===== config.mk =====
export PLATFORM = sky130hd
export DESIGN_NAME = minmax_normalize_hue_colormap
export DESIGN_NICKNAME = d
export VERILOG_FILES = /design/src/hw/rtl/mmnhc_pkg.sv /design/src/hw/rtl/minmax_normalize_hue_colormap.sv
export SDC_FILE = /design/constraint.sdc
export NUM_CORES = 1
export LEC_CHECK = 0
export BUFFER_PORTS_ARGS = -buffer_cell sky130_fd_sc_hd__buf_4
export CAP_MARGIN = 0
export CELL_PAD_IN_SITES_DETAIL_PLACEMENT = 1
export CELL_PAD_IN_SITES_GLOBAL_PLACEMENT = 1
export CORE_MARGIN = 1
export CORE_UTILIZATION = 40
export CTS_CLUSTER_SIZE = 14
export DETAILED_ROUTE_END_ITERATION = 8
export PLACE_DENSITY_LB_ADDON = 0.1
export SYNTH_ARGS = -nofsm -noshare
export SYNTH_HDL_FRONTEND = slang
export SYNTH_SLANG_ARGS = --single-unit

===== constraint.sdc =====
create_clock -name clk -period 19.45 [get_ports clk]
set_input_delay 3.89 -clock clk [delete_from_list [all_inputs] [get_ports clk]]
set_output_delay 3.89 -clock clk [all_outputs]
set_load 0.03 [all_outputs]

===== src/hw/rtl/mmnhc_pkg.sv =====
// ----------------------------------------------------------------------------
// mmnhc_pkg
// shared types and constants of the min/max normalize hue colormap
// ----------------------------------------------------------------------------
package mmnhc_pkg;

    localparam int SAMPLE_BITS        = 24;
    localparam int FRACTION_BITS_DEF  = 16;
    localparam int HUE_BITS           = 9;
    localparam int BYTE_BITS          = 8;
    localparam int SEXT_BITS          = 3;

    localparam logic [HUE_BITS-1:0] HUE_SPAN_RESET = HUE_BITS'(250);
    localparam int                  SEXTANT_DEG    = 60;
    localparam int                  SEXTANT_COUNT  = 6;

    // extremes of the signed sample range, used as running min/max sentinels
    localparam logic signed [SAMPLE_BITS-1:0] SAMPLE_HI =
        {1'b0, {(SAMPLE_BITS-1){1'b1}}};
    localparam logic signed [SAMPLE_BITS-1:0] SAMPLE_LO =
        {1'b1, {(SAMPLE_BITS-1){1'b0}}};

    // hsv sextants
    localparam logic [SEXT_BITS-1:0] SEXT_RED_YELLOW    = SEXT_BITS'(0);
    localparam logic [SEXT_BITS-1:0] SEXT_YELLOW_GREEN  = SEXT_BITS'(1);
    localparam logic [SEXT_BITS-1:0] SEXT_GREEN_CYAN    = SEXT_BITS'(2);
    localparam logic [SEXT_BITS-1:0] SEXT_CYAN_BLUE     = SEXT_BITS'(3);
    localparam logic [SEXT_BITS-1:0] SEXT_BLUE_MAGENTA  = SEXT_BITS'(4);

    localparam logic FUNC_MEASURE  = 1'b0;
    localparam logic FUNC_COLORIZE = 1'b1;

    typedef struct packed {
        logic                          func;
        logic signed [SAMPLE_BITS-1:0] sample_value;
        logic                          pass_end;
    } sample_word_t;

    typedef struct packed {
        logic [BYTE_BITS-1:0]          red;
        logic [BYTE_BITS-1:0]          green;
        logic [BYTE_BITS-1:0]          blue;
        logic signed [SAMPLE_BITS-1:0] min_seen;
        logic signed [SAMPLE_BITS-1:0] max_seen;
    } pixel_word_t;

endpackage


===== src/hw/rtl/minmax_normalize_hue_colormap.sv =====
// ----------------------------------------------------------------------------
// minmax_normalize_hue_colormap
// two-pass min/max normalizer with an hsv hue colormap, bit-serial datapath
// ----------------------------------------------------------------------------
// A measure word (func 0) updates the running maximum and the running minimum
// of nonzero samples and gives no output word; pass_end makes the next measure
// word restart both extremes from the range sentinels. A colorize word (func 1)
// is normalized to v = (x - min) / (max - min) in Q1.F, mapped to hue
// (1 - v) * hue_span degrees and turned into an 8-bit rgb triple by the hsv
// sextant rule, together with the current min and max. On its way from
// acceptance to the output register, one shared restoring divider retires one
// quotient bit per cycle, first FRACTION_BITS bits of the normalize quotient,
// then FRACTION_BITS + 9 bits of the hue divided by 60, with the hue product
// taken between the two divisions and the output register loaded last. A flat
// range or a sample clamped to 0 or 1 skips the normalize division. The block
// goes back to idle as the output register loads and only then takes the next
// word, so it takes no new word while a colorize word is in work; measure words
// go one per cycle while the block is idle. The input stalls while a colorize
// word is in work; a finished word sits in the output register and does not
// hold back the next input word, but a second colorize word waits in its last
// step until the receiver has taken the first. The user must write hue_span
// through cfg_wr_en / cfg_wr_data only while the block is idle; the block
// itself does not enforce it.
// ----------------------------------------------------------------------------
module minmax_normalize_hue_colormap #(
    parameter int FRACTION_BITS = mmnhc_pkg::FRACTION_BITS_DEF
) (
    input  logic                             clk,
    input  logic                             rst_n,
    input  logic                             cfg_wr_en,
    input  logic [mmnhc_pkg::HUE_BITS-1:0]   cfg_wr_data,
    input  logic                             in_valid,
    output logic                             in_stall,
    input  mmnhc_pkg::sample_word_t          in_word,
    output logic                             out_valid,
    input  logic                             out_stall,
    output mmnhc_pkg::pixel_word_t           out_word
);
    import mmnhc_pkg::*;

    // hue product width, normalized value width, divider counter width, byte product width
    localparam int HQ_W  = FRACTION_BITS + HUE_BITS;
    localparam int V_W   = FRACTION_BITS + 1;
    localparam int CNT_W = $clog2(HQ_W + 1);
    localparam int BY_W  = FRACTION_BITS + BYTE_BITS + 1;

    localparam logic [V_W-1:0]         V_ONE    = {1'b1, {FRACTION_BITS{1'b0}}};
    localparam logic [SAMPLE_BITS-1:0] DIV_SEXT = SAMPLE_BITS'(SEXTANT_DEG);

    typedef enum logic [2:0] {
        ST_IDLE,
        ST_DIV_V,
        ST_MULT,
        ST_DIV_H,
        ST_FINISH
    } state_t;

    state_t                         state_reg, state_next;
    logic                           restart_reg, restart_next;
    logic signed [SAMPLE_BITS-1:0]  min_reg, min_next;
    logic signed [SAMPLE_BITS-1:0]  max_reg, max_next;
    logic [HUE_BITS-1:0]            hue_reg, hue_next;
    logic [V_W-1:0]                 v_reg, v_next;
    logic [SAMPLE_BITS-1:0]         rem_reg, rem_next;
    logic [SAMPLE_BITS-1:0]         dsr_reg, dsr_next;
    logic [HQ_W-1:0]                dvd_reg, dvd_next;
    logic [HQ_W-1:0]                quo_reg, quo_next;
    logic [CNT_W-1:0]               cnt_reg, cnt_next;
    logic                           out_valid_reg, out_valid_next;
    pixel_word_t                    out_word_reg, out_word_next;

    // accept, measure-pass and colorize setup signals
    logic                           accept;
    logic signed [SAMPLE_BITS-1:0]  start_min, start_max;
    logic                           flat, below;
    logic [SAMPLE_BITS:0]           num_wide, den_wide;
    logic [SAMPLE_BITS-1:0]         num, den;

    // divider step
    logic [SAMPLE_BITS:0]           trial;
    logic                           q_bit;
    logic [SAMPLE_BITS-1:0]         rem_step;

    // hue product and color stage
    logic [V_W+HUE_BITS-1:0]        hq_wide;
    logic [HUE_BITS-1:0]            sext_raw;
    logic [SEXT_BITS-1:0]           sext;
    logic [FRACTION_BITS-1:0]       frac;
    logic [V_W-1:0]                 q_arg;
    logic [BY_W-1:0]                t_wide, q_wide;
    logic [BYTE_BITS-1:0]           t_byte, q_byte, one_byte, zero_byte;
    logic [BYTE_BITS-1:0]           red, green, blue;
    logic                           out_free;

    assign in_stall  = (state_reg != ST_IDLE);
    assign accept    = in_valid && !in_stall;
    assign out_valid = out_valid_reg;
    assign out_word  = out_word_reg;
    assign out_free  = !out_valid_reg || !out_stall;

    // measure pass: min restarts at the top, max at the bottom after pass_end
    assign start_min = restart_reg ? SAMPLE_HI : min_reg;
    assign start_max = restart_reg ? SAMPLE_LO : max_reg;

    // colorize setup: empty range or sample at/below min gives v = 0
    assign flat     = (max_reg <= min_reg) || (in_word.sample_value <= min_reg);
    assign num_wide = {in_word.sample_value[SAMPLE_BITS-1], in_word.sample_value}
                    - {min_reg[SAMPLE_BITS-1], min_reg};
    assign den_wide = {max_reg[SAMPLE_BITS-1], max_reg}
                    - {min_reg[SAMPLE_BITS-1], min_reg};
    assign num      = num_wide[SAMPLE_BITS-1:0];
    assign den      = den_wide[SAMPLE_BITS-1:0];
    assign below    = (num < den);

    // one restoring division step, shared by both divisions
    assign trial    = {rem_reg, dvd_reg[HQ_W-1]};
    assign q_bit    = (trial >= {1'b0, dsr_reg});
    assign rem_step = q_bit ? SAMPLE_BITS'(trial - {1'b0, dsr_reg})
                            : trial[SAMPLE_BITS-1:0];

    // hue in Q.F degrees
    assign hq_wide  = (V_ONE - v_reg) * hue_reg;

    // quotient of hue / 60: integer part is the sextant, fraction is f
    assign sext_raw = quo_reg[HQ_W-1:FRACTION_BITS];
    assign sext     = (sext_raw >= HUE_BITS'(SEXTANT_COUNT))
                    ? SEXT_BITS'(sext_raw - HUE_BITS'(SEXTANT_COUNT))
                    : SEXT_BITS'(sext_raw);
    assign frac     = quo_reg[FRACTION_BITS-1:0];
    assign q_arg    = V_ONE - {1'b0, frac};

    // component byte = floor(c * 255 / 2^F)
    assign t_wide    = {1'b0, frac, {BYTE_BITS{1'b0}}} - BY_W'(frac);
    assign q_wide    = {q_arg, {BYTE_BITS{1'b0}}} - BY_W'(q_arg);
    assign t_byte    = t_wide[FRACTION_BITS+BYTE_BITS-1:FRACTION_BITS];
    assign q_byte    = q_wide[FRACTION_BITS+BYTE_BITS-1:FRACTION_BITS];
    assign one_byte  = {BYTE_BITS{1'b1}};
    assign zero_byte = '0;

    always_comb
    begin
        case (sext)
            SEXT_RED_YELLOW:
            begin
                red = one_byte;  green = t_byte;    blue = zero_byte;
            end
            SEXT_YELLOW_GREEN:
            begin
                red = q_byte;    green = one_byte;  blue = zero_byte;
            end
            SEXT_GREEN_CYAN:
            begin
                red = zero_byte; green = one_byte;  blue = t_byte;
            end
            SEXT_CYAN_BLUE:
            begin
                red = zero_byte; green = q_byte;    blue = one_byte;
            end
            SEXT_BLUE_MAGENTA:
            begin
                red = t_byte;    green = zero_byte; blue = one_byte;
            end
            default:
            begin
                red = one_byte;  green = zero_byte; blue = q_byte;
            end
        endcase
    end

    always_comb
    begin
        state_next     = state_reg;
        restart_next   = restart_reg;
        min_next       = min_reg;
        max_next       = max_reg;
        hue_next       = hue_reg;
        v_next         = v_reg;
        rem_next       = rem_reg;
        dsr_next       = dsr_reg;
        dvd_next       = dvd_reg;
        quo_next       = quo_reg;
        cnt_next       = cnt_reg;
        out_valid_next = out_valid_reg;
        out_word_next  = out_word_reg;

        if (out_valid_reg && !out_stall)
        begin
            out_valid_next = 1'b0;
        end

        if (cfg_wr_en)
        begin
            hue_next = cfg_wr_data;
        end

        case (state_reg)
            ST_IDLE:
            begin
                if (accept)
                begin
                    if (in_word.func == FUNC_MEASURE)
                    begin
                        max_next = (in_word.sample_value > start_max)
                                 ? in_word.sample_value : start_max;
                        min_next = ((in_word.sample_value != '0)
                                    && (in_word.sample_value < start_min))
                                 ? in_word.sample_value : start_min;
                        restart_next = in_word.pass_end;
                    end
                    else if (flat)
                    begin
                        v_next     = '0;
                        state_next = ST_MULT;
                    end
                    else if (!below)
                    begin
                        v_next     = V_ONE;
                        state_next = ST_MULT;
                    end
                    else
                    begin
                        rem_next   = num;
                        dsr_next   = den;
                        dvd_next   = '0;
                        quo_next   = '0;
                        cnt_next   = CNT_W'(FRACTION_BITS);
                        state_next = ST_DIV_V;
                    end
                end
            end
            ST_DIV_V:
            begin
                rem_next = rem_step;
                dvd_next = {dvd_reg[HQ_W-2:0], 1'b0};
                quo_next = {quo_reg[HQ_W-2:0], q_bit};
                cnt_next = cnt_reg - CNT_W'(1);
                if (cnt_reg == CNT_W'(1))
                begin
                    v_next     = {1'b0, quo_reg[FRACTION_BITS-2:0], q_bit};
                    state_next = ST_MULT;
                end
            end
            ST_MULT:
            begin
                rem_next   = '0;
                dsr_next   = DIV_SEXT;
                dvd_next   = hq_wide[HQ_W-1:0];
                cnt_next   = CNT_W'(HQ_W);
                state_next = ST_DIV_H;
            end
            ST_DIV_H:
            begin
                rem_next = rem_step;
                dvd_next = {dvd_reg[HQ_W-2:0], 1'b0};
                quo_next = {quo_reg[HQ_W-2:0], q_bit};
                cnt_next = cnt_reg - CNT_W'(1);
                if (cnt_reg == CNT_W'(1))
                begin
                    state_next = ST_FINISH;
                end
            end
            ST_FINISH:
            begin
                if (out_free)
                begin
                    out_valid_next         = 1'b1;
                    out_word_next.red      = red;
                    out_word_next.green    = green;
                    out_word_next.blue     = blue;
                    out_word_next.min_seen = min_reg;
                    out_word_next.max_seen = max_reg;
                    state_next             = ST_IDLE;
                end
            end
            default:
            begin
                state_next = ST_IDLE;
            end
        endcase
    end

    always_ff @(posedge clk or negedge rst_n)
    begin
        if (!rst_n)
        begin
            state_reg     <= ST_IDLE;
            restart_reg   <= 1'b0;
            min_reg       <= SAMPLE_HI;
            max_reg       <= SAMPLE_LO;
            hue_reg       <= HUE_SPAN_RESET;
            cnt_reg       <= '0;
            out_valid_reg <= 1'b0;
        end
        else
        begin
            state_reg     <= state_next;
            restart_reg   <= restart_next;
            min_reg       <= min_next;
            max_reg       <= max_next;
            hue_reg       <= hue_next;
            cnt_reg       <= cnt_next;
            out_valid_reg <= out_valid_next;
        end
    end

    // datapath registers, no reset
    always_ff @(posedge clk)
    begin
        v_reg        <= v_next;
        rem_reg      <= rem_next;
        dsr_reg      <= dsr_next;
        dvd_reg      <= dvd_next;
        quo_reg      <= quo_next;
        out_word_reg <= out_word_next;
    end

endmodule


==> impl_metrics.csv, run 1 <==
group,metric,value,unit
outcome,status,"complete, no violations",
synthesis,synthTopCellsByArea,"edfxtp_1 25%, ha_1 12%, fa_1 11%",
worst_setup_path,r2r-start,"v_reg[0]$_SDFFCE_PN0P_",
detailed_routing,antenna_left,0,
detailed_routing,routed_via_density,5.49,
synthesis,syn_nets,2803,
worst_setup_path,cpPeakStageDelay,0.98,ns
placement,portBuffers,113,
grt,antenna_found_initial,1,
layout,diodes,0,
grt,grt_max_degree,71,
detailed_routing,first_iter_violations,773,
floorplan,start_util,40.5,%
synthesis,yosys.area_share.xor_xnor,4.63,%
floorplan,rows,87,
sta,setup_tns,0,ns
sta,fin_worst_skew,0.0334,ns
worst_setup_path,cp_cell_sequence,"buf_4 -> inv_1 -> ha_1 -> inv_1 -> fa_1 -> a21o_1 -> a221oi_2 -> a211oi_1 -> o211ai_1 -> o21bai_1 -> xor2_1 -> ha_1 -> a21o_1 -> a21oi_1 -> nor4bb_1 -> a21boi_0 -> a211oi_1 -> o41a_1 -> nor2_2",
grt,grt_overflow,0,
clocking,clockBufferDepth,3,
clocking,cts_resized,0,
clocking,cts_hold_buf,0,
floorplan,die_area,0.0581,mm^2
synthesis,synth_top_area_share,24.6,%
synthesis,yosysTopAreaCell,"edfxtp_1",
sta,period_needed,8.92,ns
floorplan,die_height,241,um
detailed_routing,wl_per_cell,20.5,um
worst_setup_path,critPathKind,"in -> reg",
synthesis,postSynthCellCount,2418,
detailed_routing,drc,0,
grt,grt_pass1_vias,19224,
synthesis,yosys_warnings,0,
placement,gp_congestion,0.887,
worst_setup_path,reg2reg_depth,23,
worst_setup_path,crit_buf_inv,3,
placement,dp_hpwl,52.6,mm
worst_setup_path,endpoint_kind,"register",
worst_hold_path,hold_class,"reg -> reg",
sta,rsz0062_at_grt,"false",
synthesis,netlist_area,0.0228,mm^2
floorplan,pin_count,114,
layout,layout.nets,2895,
detailed_routing,wl,67.6,mm
synthesis,synth_seq_cells,254,
sta,finalCritPeriodShare,45.8,%
clocking,tritoncts,"built",
synthesis,synth_ff_type,"edfxtp_1",
detailed_routing,vias,18069,
sta,fmax,112,MHz
synthesis,synth_compound_area_share,13.5,%
sta,worst_pin_slew,1.32,ns
layout,syn2layout_area_growth,11.7,%
layout,n_fill_cell,6497,
worst_setup_path,arrival,9.10,ns
synthesis,ys_seq_area_share,32.1,%
grt,grt.total_usage,23.7,%
synthesis,synth_top_family_by_area,"adder cells",
clocking,root_buffer,"clkbuf_16",
floorplan,coreArea,0.0564,mm^2
worst_setup_path,path_depth,19,
sta,hold_viol_final,0,
worst_setup_path,cp_top_family,"compound AO/OA/AOI/OAI gates",
synthesis,ys_top_cells_by_count,"275 x inv_1, 275 x nand2_1, 218 x ha_1",
worst_setup_path,reg2reg_to,"dvd_reg[24]$_DFFE_PP_",
clocking,clkLatencyLatePin,0.60,ns
worst_setup_path,crit_fanout,25,
layout,drive_gt1_share,11.6,%
worst_setup_path,critPathLaunchType,"input port",
clocking,clock-sinks,254,
worst_setup_path,crit_slowest_cell,"nor2_2",
clocking,post_cts_buffers,0,
layout,fin_cells,3290,
clocking,cts-buffers-inserted,30,
sta,finalSetupViolations,0,
worst_setup_path,required,19.63,ns
synthesis,synth_fa_ha_area_share,23.1,%
floorplan,die_w,241,um
clocking,htree_levels,1,
synthesis,synth-edff-count,187,
grt,grt_pass1_wl,108,mm
detailed_routing,dr.pass1.iters,5,
layout,largest_register_ffs,72,
synthesis,synthDistinctLibCells,94,
placement,dp_cells,3234,
synthesis,synth-async-reset-ratio,26.4,%
sta,slew_headroom,12.0,%
synthesis,synth.area.mux_share,3.77,%
worst_setup_path,r2r_slack,11.78,ns
worst_setup_path,crit_start,"in_word[1]",
synthesis,synth-simple-area-share,17.0,%
synthesis,synth_area_per_cell,9.45,um^2
worst_setup_path,crit_path_end,"quo_reg[24]$_SDFFCE_PP0P_",
sta,drv_slew,0,
clocking,clkTransAtPathRegs,0.07,ns
run,cap_violations,0,
[cells by family (layout without fill, tap and decap cells)]
group                    Yosys count  count (layout)
AO/OA/AOI/OAI                    470             470
adder cells (fa/ha/maj)          345             345
buffers and inverters            354             470
XOR/XNOR                         119             119
multiplexers                      82              82
flip-flops                       254             254
AND/OR/NAND/NOR                  794             794
[worst min path at each step]
stage                                 from                    end  slack, ns  cells past startpoint
floorplan           max_reg[0]$_DFFE_PN0P_  out_word[0]$_DFFE_PP_       0.45                      0
global placement    max_reg[0]$_DFFE_PN0P_  out_word[0]$_DFFE_PP_       0.47                      0
detailed placement  max_reg[0]$_DFFE_PN0P_  out_word[0]$_DFFE_PP_       0.48                      0
CTS                 max_reg[0]$_DFFE_PN0P_  out_word[0]$_DFFE_PP_       0.49                      0
global route        max_reg[0]$_DFFE_PN0P_  out_word[0]$_DFFE_PP_       0.51                      0
finish              max_reg[0]$_DFFE_PN0P_  out_word[0]$_DFFE_PP_       0.49                      0
[layer usage]
metal	share of wire [%]	global-route usage (%)	vias up
li1	-	-	8576
met1	50	35.0	9114
met2	44	37.0	287
met3	3.2	2.12	92
met4	2.4	5.93	0
met5	0	0	-
[layout make-up]
cell class	instances	area, um^2	area share (%)
well taps	756	946	3.71
clock inverters	18	136	0.535
inverters	277	1040	4.08
repair buffers	137	1030	4.03
flip-flops and latches	254	7330	28.7
clock buffers	38	833	3.27
multi-input cells	1810	14200	55.7
[cell usage in the layout, fill, tap and decap left out, drive strengths merged, types with 11 or more instances in the layout]
master,synthesis,final
clkinv,2,15
clkbuf,60,38
a21o,47,47
mux2i,49,49
inv,275,278
ha,218,218
nand2,275,275
xnor2,80,80
and2,85,85
xor2,39,39
nor2,154,154
nand2b,44,44
mux2,33,33
nand3,45,45
dfrtp,37,37
dfstp,30,30
a31oi,14,14
fa,127,127
a21oi,115,115
and3,18,18
edfxtp,187,187
or2,15,15
o21bai,11,11
o211ai,18,18
o21a,27,27
nor4,18,18
nand4,24,24
or3,12,12
nor3,59,59
o21ai,117,117
nor2b,19,19
a211oi,22,22
buf,17,137
[through the flow]
stage	setup slack, ns	util (%)	hold WS, ns	area (um^2)
6_report	10.53	45.2	0.489	25500
5_1_grt	10.21	45.2	0.513	25500
4_1_cts	10.54	45.2	0.489	25500
3_5_place_dp	9.96	43.5	0.482	24500
3_3_place_gp	10.14	43.5	0.470	24500
2_1_floorplan	9.06	-	0.446	22800
Power of run 1 is left out: the tool's default activity adds up to more than one toggle a clock period on the data nets, which glitch-free logic cannot reach.
==> run 2, diff against run 1 <==
==> constraint.sdc (replaced) <==
create_clock -name clk -period 7.79 [get_ports clk]
set_input_delay 1.558 -clock clk [delete_from_list [all_inputs] [get_ports clk]]
set_output_delay 1.558 -clock clk [all_outputs]
set_load 0.03 [all_outputs]
==> run 2 against run 1 <==
Critical path depth is 4 higher; sequential cell count stayed put; clock-buffer cell count is 2 higher; non-clock buffer count is 2 higher.
==> impl_metrics.csv, run 2 (synthesized netlist as in run 1, its figures left out) <==
group,metric,value,unit
worst_setup_path,critPathKind,"reg -> reg",
detailed_routing,wl,66.7,mm
floorplan,rows,87,
worst_setup_path,arrival,7.65,ns
detailed_routing,routed_via_density,5.50,
worst_setup_path,cp_top_family,"adder cells",
detailed_routing,dr.pass1.iters,5,
grt,antenna_found_initial,0,
sta,worst_pin_slew,1.22,ns
worst_setup_path,endpoint_kind,"register",
sta,fmax,136,MHz
detailed_routing,wl_per_cell,20.3,um
floorplan,pin_count,114,
clocking,htree_levels,1,
sta,period_needed,7.34,ns
sta,setup_tns,0,ns
outcome,status,"complete, no violations",
floorplan,die_area,0.0581,mm^2
sta,finalCritPeriodShare,94.2,%
layout,largest_register_ffs,72,
floorplan,die_height,241,um
clocking,root_buffer,"clkbuf_16",
placement,gp_congestion,0.831,
sta,finalSetupViolations,0,
clocking,clockBufferDepth,3,
sta,drv_slew,0,
worst_setup_path,cp_cell_sequence,"inv_1 -> ha_1 -> nand3b_1 -> nor3_1 -> xnor2_1 -> nand2_1 -> fa_1 -> inv_1 -> fa_1 -> fa_1 -> fa_1 -> inv_1 -> fa_1 -> inv_1 -> ha_1 -> and3_1 -> a31oi_1 -> o21ai_0 -> a2111oi_1 -> buf_4 -> o21bai_1 -> or2_0 -> a32o_1",
layout,syn2layout_area_growth,12.1,%
layout,layout.nets,2897,
clocking,tritoncts,"built",
run,cap_violations,0,
floorplan,start_util,40.5,%
floorplan,die_w,241,um
placement,dp_hpwl,52.2,mm
grt,grt_pass1_vias,19110,
worst_setup_path,path_common_cell,"fa_1",
grt,grt.total_usage,23.4,%
worst_setup_path,cpPeakStageDelay,0.76,ns
layout,mostFrequentLayoutCells,"275 x nand2_1, 274 x inv_1, 218 x ha_1",
clocking,cts_hold_buf,0,
detailed_routing,first_iter_violations,815,
detailed_routing,vias,18100,
grt,grt_max_degree,68,
layout,final_common_cell,"nand2_1",
grt,grt_overflow,0,
layout,drive_gt1_share,11.8,%
worst_setup_path,critPathLaunchType,"register",
worst_setup_path,crit_slowest_cell,"xnor2_1",
sta,rsz0062_at_grt,"false",
clocking,clkLatencyLatePin,0.59,ns
sta,slew_headroom,17.9,%
placement,portBuffers,113,
clocking,clock-sinks,254,
sta,fin_worst_skew,0.0342,ns
grt,grt_pass1_wl,106,mm
worst_setup_path,crit_buf_inv,5,
clocking,clkTransAtPathRegs,0.07,ns
worst_hold_path,hold_class,"reg -> reg",
worst_setup_path,crit_fanout,12,
detailed_routing,antenna_left,0,
sta,hold_viol_final,0,
clocking,cts-buffers-inserted,30,
worst_setup_path,required,8.11,ns
detailed_routing,drc,0,
floorplan,coreArea,0.0564,mm^2
[run 2: changes by cell type in the layout (fill, tap and decap cells not counted), sizes merged]
cell    previous run  this run
clkinv            15        11
diode              0         1
inv              278       279
buf              137       139
bufinv             1         2
clkbuf            38        40
[run 2: path summary, 6_finish.rpt]
kind,start,cells past startpoint,slack (ns),endpoint
max,v_reg[0]$_SDFFCE_PN0P_,23,0.45,dvd_reg[20]$_DFFE_PP_
min,max_reg[0]$_DFFE_PN0P_,0,0.52,out_word[0]$_DFFE_PP_
max reg2reg,v_reg[0]$_SDFFCE_PN0P_,23,0.45,dvd_reg[20]$_DFFE_PP_
min reg2reg,max_reg[0]$_DFFE_PN0P_,0,0.52,out_word[0]$_DFFE_PP_
max in group asynchronous,rst_n,1,6.00,state_reg[0]$_DFFE_PN0P_
min in group asynchronous,rst_n,1,1.12,max_reg[0]$_DFFE_PN0P_
[run 2: per-layer routing]
metal | up-vias | part of all wire (%) | track usage (%)
li1 | 8591 | - | -
met1 | 9139 | 50 | 34.9
met2 | 301 | 45 | 36.4
met3 | 69 | 3.7 | 2.38
met4 | 0 | 1.7 | 4.85
met5 | - | 0 | 0
[run 2: through the flow]
| stage | setup slack, ns | instance area (um^2) | utilization [%] | hold slack (ns) | instances |
|---|---|---|---|---|---|
| after global placement | 0.486 | 24600 | 43.6 | 0.500 | 3236 |
| final | 0.453 | 25600 | 45.4 | 0.525 | 3293 |
| after CTS | 0.220 | 25600 | 45.3 | 0.526 | 3292 |
| after detailed placement | 0.239 | 24600 | 43.6 | 0.510 | 3236 |
| after global routing | 0.0984 | 25600 | 45.4 | 0.543 | 3292 |
| after floorplan | 0.542 | 22800 | - | 0.446 | 2418 |
[run 2: timing repair]
item | CTS | global route
setup endpoints to repair | 0 | 3
setup buffers | 0 | 0
resized for setup | 0 | 6
[run 2: area by class of cell]
class / instances / area, um^2
diodes: 1 / 2.50
multi-input cells: 1810 / 14200
inverters: 277 / 1040
repair buffers: 139 / 1060
flip-flops and latches: 254 / 7330
fillers: 6481 / 30800
well taps: 756 / 946
clock buffers: 40 / 851
clock inverters: 16 / 149
Power of run 2 is left out for the same reason.
